[src/mse_pkg.sv]
// Shared constants and codes for the MIPS subset execute unit.
package mse_pkg;

    localparam int DMEM_WORDS = 1024;
    localparam int DMEM_AW    = $clog2(DMEM_WORDS);

    localparam logic [31:0] START_PC_RESET = 32'h0040_0000;

    localparam logic [1:0] ACT_EXEC   = 2'd0;
    localparam logic [1:0] ACT_WRITE  = 2'd1;
    localparam logic [1:0] ACT_READ   = 2'd2;
    localparam logic [1:0] ACT_UNUSED = 2'd3;

    localparam logic [2:0] ST_EXEC    = 3'd0;
    localparam logic [2:0] ST_UNKNOWN = 3'd1;
    localparam logic [2:0] ST_SYSCALL = 3'd2;
    localparam logic [2:0] ST_WRITTEN = 3'd3;
    localparam logic [2:0] ST_READ    = 3'd4;

    localparam int IN_W  = 80;
    localparam int OUT_W = 168;

    typedef struct packed {
        logic        start;
        logic [31:0] dividend;
        logic [31:0] divisor;
    } div_req_t;

    typedef struct packed {
        logic        done;
        logic [31:0] quo;
        logic [31:0] rem;
    } div_rsp_t;

endpackage

[src/mse_div.sv]
// Iterative restoring divider, one quotient bit per cycle.
module mse_div (
    input  logic              aclk,
    input  logic              aresetn,
    input  mse_pkg::div_req_t req,
    output mse_pkg::div_rsp_t rsp
);

    logic [32:0] rem_reg, rem_next;
    logic [31:0] quo_reg, quo_next;
    logic [31:0] dvs_reg;
    logic [4:0]  cnt_reg;
    logic        busy_reg;
    logic        done_reg;
    logic [32:0] shifted;

    always_comb begin
        shifted = {rem_reg[31:0], quo_reg[31]};
        if (shifted >= {1'b0, dvs_reg}) begin
            rem_next = shifted - {1'b0, dvs_reg};
            quo_next = {quo_reg[30:0], 1'b1};
        end else begin
            rem_next = shifted;
            quo_next = {quo_reg[30:0], 1'b0};
        end
    end

    always_ff @(posedge aclk) begin
        if (!aresetn) begin
            busy_reg <= 1'b0;
            done_reg <= 1'b0;
            cnt_reg  <= '0;
        end else begin
            done_reg <= 1'b0;
            if (req.start) begin
                busy_reg <= 1'b1;
                cnt_reg  <= 5'd31;
                rem_reg  <= '0;
                quo_reg  <= req.dividend;
                dvs_reg  <= req.divisor;
            end else if (busy_reg) begin
                rem_reg <= rem_next;
                quo_reg <= quo_next;
                cnt_reg <= cnt_reg - 5'd1;
                if (cnt_reg == 5'd0) begin
                    busy_reg <= 1'b0;
                    done_reg <= 1'b1;
                end
            end
        end
    end

    assign rsp.done = done_reg;
    assign rsp.quo  = quo_reg;
    assign rsp.rem  = rem_reg[31:0];

endmodule

[config.mk]
export PLATFORM = sky130hd
export DESIGN_NAME = mse_div
export DESIGN_NICKNAME = d
export VERILOG_FILES = /design/src/mse_pkg.sv /design/src/mse_div.sv
export SDC_FILE = /design/constraint.sdc
export NUM_CORES = 1
export LEC_CHECK = 0
export CAP_MARGIN = 0
export CORE_AREA = 3 3 108 110
export DETAILED_ROUTE_END_ITERATION = 6
export DIE_AREA = 0 0 111 113
export DONT_BUFFER_PORTS = 1
export PLACE_DENSITY_LB_ADDON = 0.05
export SYNTH_ARGS = -nofsm -noshare
export SYNTH_HDL_FRONTEND = slang
export SYNTH_SLANG_ARGS = --single-unit
[constraint.sdc]
create_clock -name aclk -period 2.6 [get_ports aclk]
set_input_delay 0.52 -clock aclk [delete_from_list [all_inputs] [get_ports aclk]]
set_output_delay 0.52 -clock aclk [all_outputs]
set_load 0.05 [all_outputs]
Yosys cells after proc, flatten, opt, wreduce, memory -nomap -nowiden
Index checks and enable logic that the tools add are counted.
- flip-flop bits (word level): 103
- input bits: 67
- output and inout port bits: 65
- logic and storage cells: 27
- add/sub/neg operators: 2
- order comparisons: 1
- muxes and demuxes: 11
- bitwise logic cells: 2
- reduce and logical (&&, ||, !) cells: 5
- operators with widths (cell ; count):
    $mux W32 ; 4
    $ge A33 B32 Y1 ; 1
    $sub A32 B32 Y32 ; 1
    $mux W5 ; 2
    $logic_not A5 Y1 ; 1
    $mux W1 ; 5
    $sub A5 B1 Y5 const B ; 1
    $reduce_and A2 Y1 ; 2
    $reduce_or A3 Y1 ; 1
    $not A1 Y1 ; 2
    $reduce_bool A2 Y1 ; 1

Logic depth before layout (Yosys ltp)
- word-level depth: 4
- depth in mapped cells: 13
- gate-level depth less buffers: 11

Worst setup path before layout
Ideal clock, no wire load.
- path kind: reg2reg
- start: register rem_reg[16]
- end: register rem_reg[28] (data pin)
- library setup time: 0.257 ns
- arrival: 2.823 ns
- required time: 2.343 ns
- path slack: -0.480 ns
- stages on the path, launching flop included: 11
- buffers on the path: 1
- period minus slack after synthesis: 3.080 ns
- cell sequence: edfxtp_1 -> ha_1 -> buf_6 -> a21o_1 -> a21o_1 -> a21oi_4 -> a31oi_2 -> o311a_1 -> o21a_1 -> or3_1 -> a32o_1
- word-level cells in the longest chain between the ends: 3
- elaborated cells between the ends (all ways): 4
- those cells by class: 1 x add/sub; 1 x order compare; 2 x mux
- RTL lines (what ; line ; source):
    start: declaration ; mse_div.sv:9 ; logic [32:0] rem_reg, rem_next;
    start signal: assignment ; mse_div.sv:42 ; rem_reg <= rem_next;
    $sub A32 B32 Y32 / $ge A33 B32 Y1 (equally long branches) ; mse_div.sv:20, mse_div.sv:19 ;
    $mux W32 (*) ; mse_div.sv:19 ; if (shifted >= {1'b0, dvs_reg}) begin
    $mux W32 (*) ; mse_div.sv:41 ; end else if (busy_reg) begin
Every way passes the cells marked *; elsewhere a longest branch is shown, timed or not. The select of a mux whose other input is x is not followed.
A chain may end at the register's enable or synchronous reset.

Worst setup path after layout
- start: register rem_reg[12]
- end: register rem_reg[28] (data pin)
The elaborated chain is that of the path after synthesis.

==> out/results.ini <==
[route]
wl_per_cell_um = 20.5
drt_wl_total_mm = 17.1
num_vias = 5095
drt_iter0_markers = 316
drtPass1Iterations = 5
via_per_inst = 6.09
ant_nets = 0
drc_errors = 0

[synthesis]
ys_seq_elements = 103
syn_inst = 568
async_flop_share = 0
synth_edf_count = 96
ys_warn_count = 0
netlist_area_mm2 = 0.00620
syn-num-nets = 670
ys_types = 66
synth_flop_cell = edfxtp_1
seq_area_frac_synth = 0.488
postSynthAreaPerCell_um2 = 10.9

[clock_network]
clk_latency_ps = 400
htreeDepth = 3
clock-sinks = 103
cts_inserted_buffers = 9
clockBufferDepth = 2
clk_pin_slew_worst_paths_ps = 110
clock-root-buffer = clkbuf_8
tritoncts = yes

[floorplanning]
core_area_mm2 = 0.0108
initial_core_util = 0.574
fp.dieW_um = 111
rows = 38
die_y_um = 113
pin_count = 132
dieArea_mm2 = 0.0125

[power]
peakVddDrop_uv = 698
clockPowerShare = 0.213
powerDensity_mw_per_mm2 = 659
switching_share = 0.364
p_int_mw = 3.54
switchingPower_mw = 2.03
combPwrFrac = 0.393
power_frac_seq = 0.394
finalPower_mw = 5.57
leakagePower_nw = 3.38

[sta]
holdWs_ps = 209
setup_slack_ps = -154
finalCritPeriodShare = 1.06
clock_skew_ps = 12.9
finalSetupViolCount = 26
maxSlewViolCount = 0
max_slew_margin = 0.481
hold_viol = 0
timing.final.crit_period_ps = 2750
max_freq_mhz = 363
rsz0062_at_grt = yes
worstMarginPinSlew_ps = 778

[critical_path]
crit_type = register to register
critPathMaxFanout = 2
critical_path.top_delay_family = compound AO/OA/AOI/OAI gates
start_kind = register
slowest_stage = edfxtp_1
cp-end-kind = register
cp.arrival_ps = 2920
slowest_delay_ps = 410
path_buf_inv = 0
worstPathRequired_ps = 2770
worstPathCellList = ha_1 -> a21oi_1 -> o21ai_1 -> a22oi_4 -> a31oi_2 -> o311a_1 -> o21a_1 -> or3_1 -> a32o_1

[grt]
grt_util_met3 = 0.0957
grt_pass1_vias = 5168
grt_max_degree = 68
antenna_found_initial = 0
grt_use_total = 0.258
busiest_layer = met2
use_met1 = 0.310
overflow = 0
use_met2 = 0.441
grt_pass1_wl_mm = 25.8

[placement]
place_area_mm2 = 0.00720
dp_hpwl_mm = 11.3
io_buffer_count = 0
preCtsSetupSlack_ps = -201
gp_congestion = 0.922

[min_path]
holdCritPathClass = input pin to register

[finish]
drive_above_1_share = 0.451
final_common_cell = buf_4
filler_cell_count = 663
final_cell_mix = buf_4 (118), edfxtp_1 (96), inv_1 (41)
syn_to_final_growth_pct = 36.3
post-route-util = 0.783
fin_nets = 794
antenna_cells = 0
finalInstanceArea_mm2 = 0.00845

[outcome]
outcome = complete, but fails checks
violations = negative setup slack

[flow_run]
max-cap-violations = 0

==> routing by layer <==
metal  share of wire  vias up
li1                -     2373
met1            0.40     2483
met2            0.50      211
met3           0.083       28
met4           0.018        0
met5               0        -
==> what timing repair did <==
| item | CTS | global route |
|---|---|---|
| cloned | 0 | 1 |
| endpoints found under the setup margin | 33 | 33 |
| hold buffers | 0 | 0 |
| gates resized for setup | 62 | 85 |
| hold endpoints to repair | 0 | 0 |
| pin swaps | 22 | 32 |
| buffers inserted | 10 | 17 |
==> cells by family after synthesis <==
kind of cell	after synthesis	synth area share
AO/OA/AOI/OAI	171	0.187
XOR/XNOR	28	0.0396
adder cells (fa/ha/maj)	35	0.0719
buffers and inverters	71	0.0501
flip-flops	103	0.488
multiplexers	32	0.0581
AND/OR/NAND/NOR	128	0.106
==> through the flow <==
step / instances / setup TNS, ps
CTS: 819 / -1180
global placement: 793 / -2010
global route: 837 / -3720
finish: 837 / -923
floorplan: 568 / -8740
detailed placement: 793 / -3050
==> layout make-up <==
cell class | instances | area [µm²] | share of cell area
Clock buffer | 9 | 124 | 0.0147
Tap cell | 140 | 175 | 0.0207
Timing Repair Buffer | 141 | 1240 | 0.146
Multi-Input combinational cell | 394 | 3620 | 0.429
Clock inverter | 7 | 109 | 0.0129
Sequential cell | 103 | 3020 | 0.358
Inverter | 43 | 161 | 0.0191
==> worst paths after layout <==
check / slack [ps] / endpoint / startpoint / depth (start not counted)
setup / recovery: -150 / rem_reg[28] / rem_reg[12] / 9
hold reg to reg: 590 / cnt_reg[4] / cnt_reg[4] / 2
setup reg to reg: -150 / rem_reg[28] / rem_reg[12] / 9
hold / removal: 210 / dvs_reg[22] / req[22] / 0
==> synth_stat cells (3+ instances only) <==
master / instances / area (µm²)
a211o_1: 3 / 26.3
o21ai_0: 12 / 60.1
o211ai_1: 6 / 45.0
xor2_1: 12 / 105
clkbuf_1: 11 / 41.3
buf_6: 4 / 45.0
inv_1: 43 / 161
nor3_1: 10 / 50.1
buf_2: 8 / 40.0
a31oi_1: 3 / 18.8
nor2_1: 21 / 78.8
a21oi_2: 3 / 26.3
nand4_1: 8 / 50.1
and2_1: 3 / 18.8
or2_2: 3 / 18.8
and3_1: 6 / 37.5
edfxtp_1: 96 / 2880
a211oi_1: 5 / 37.5
a21oi_1: 51 / 255
nand3_1: 33 / 165
o21bai_1: 6 / 45.0
dfxtp_1: 7 / 140
nand2b_1: 6 / 37.5
ha_1: 34 / 425
o21ai_1: 26 / 130
nor2b_1: 7 / 43.8
mux2_2: 32 / 360
a21o_1: 17 / 128
nand2_1: 22 / 82.6
a21boi_0: 6 / 45.0
o21a_1: 4 / 30.0
buf_1: 4 / 15.0
xnor2_1: 16 / 140
==> power groups by stage <==
stage               registers [mW]  logic (mW)  clock network (mW)
finish                        2.20        2.19                1.19
global route                  2.21        2.35                1.27
CTS                           2.19        1.90                1.20
detailed placement            2.22        1.73                   0
global placement              2.21        1.71                   0
floorplan                     2.40       0.987                   0
(Power assumes the default switching activity.)
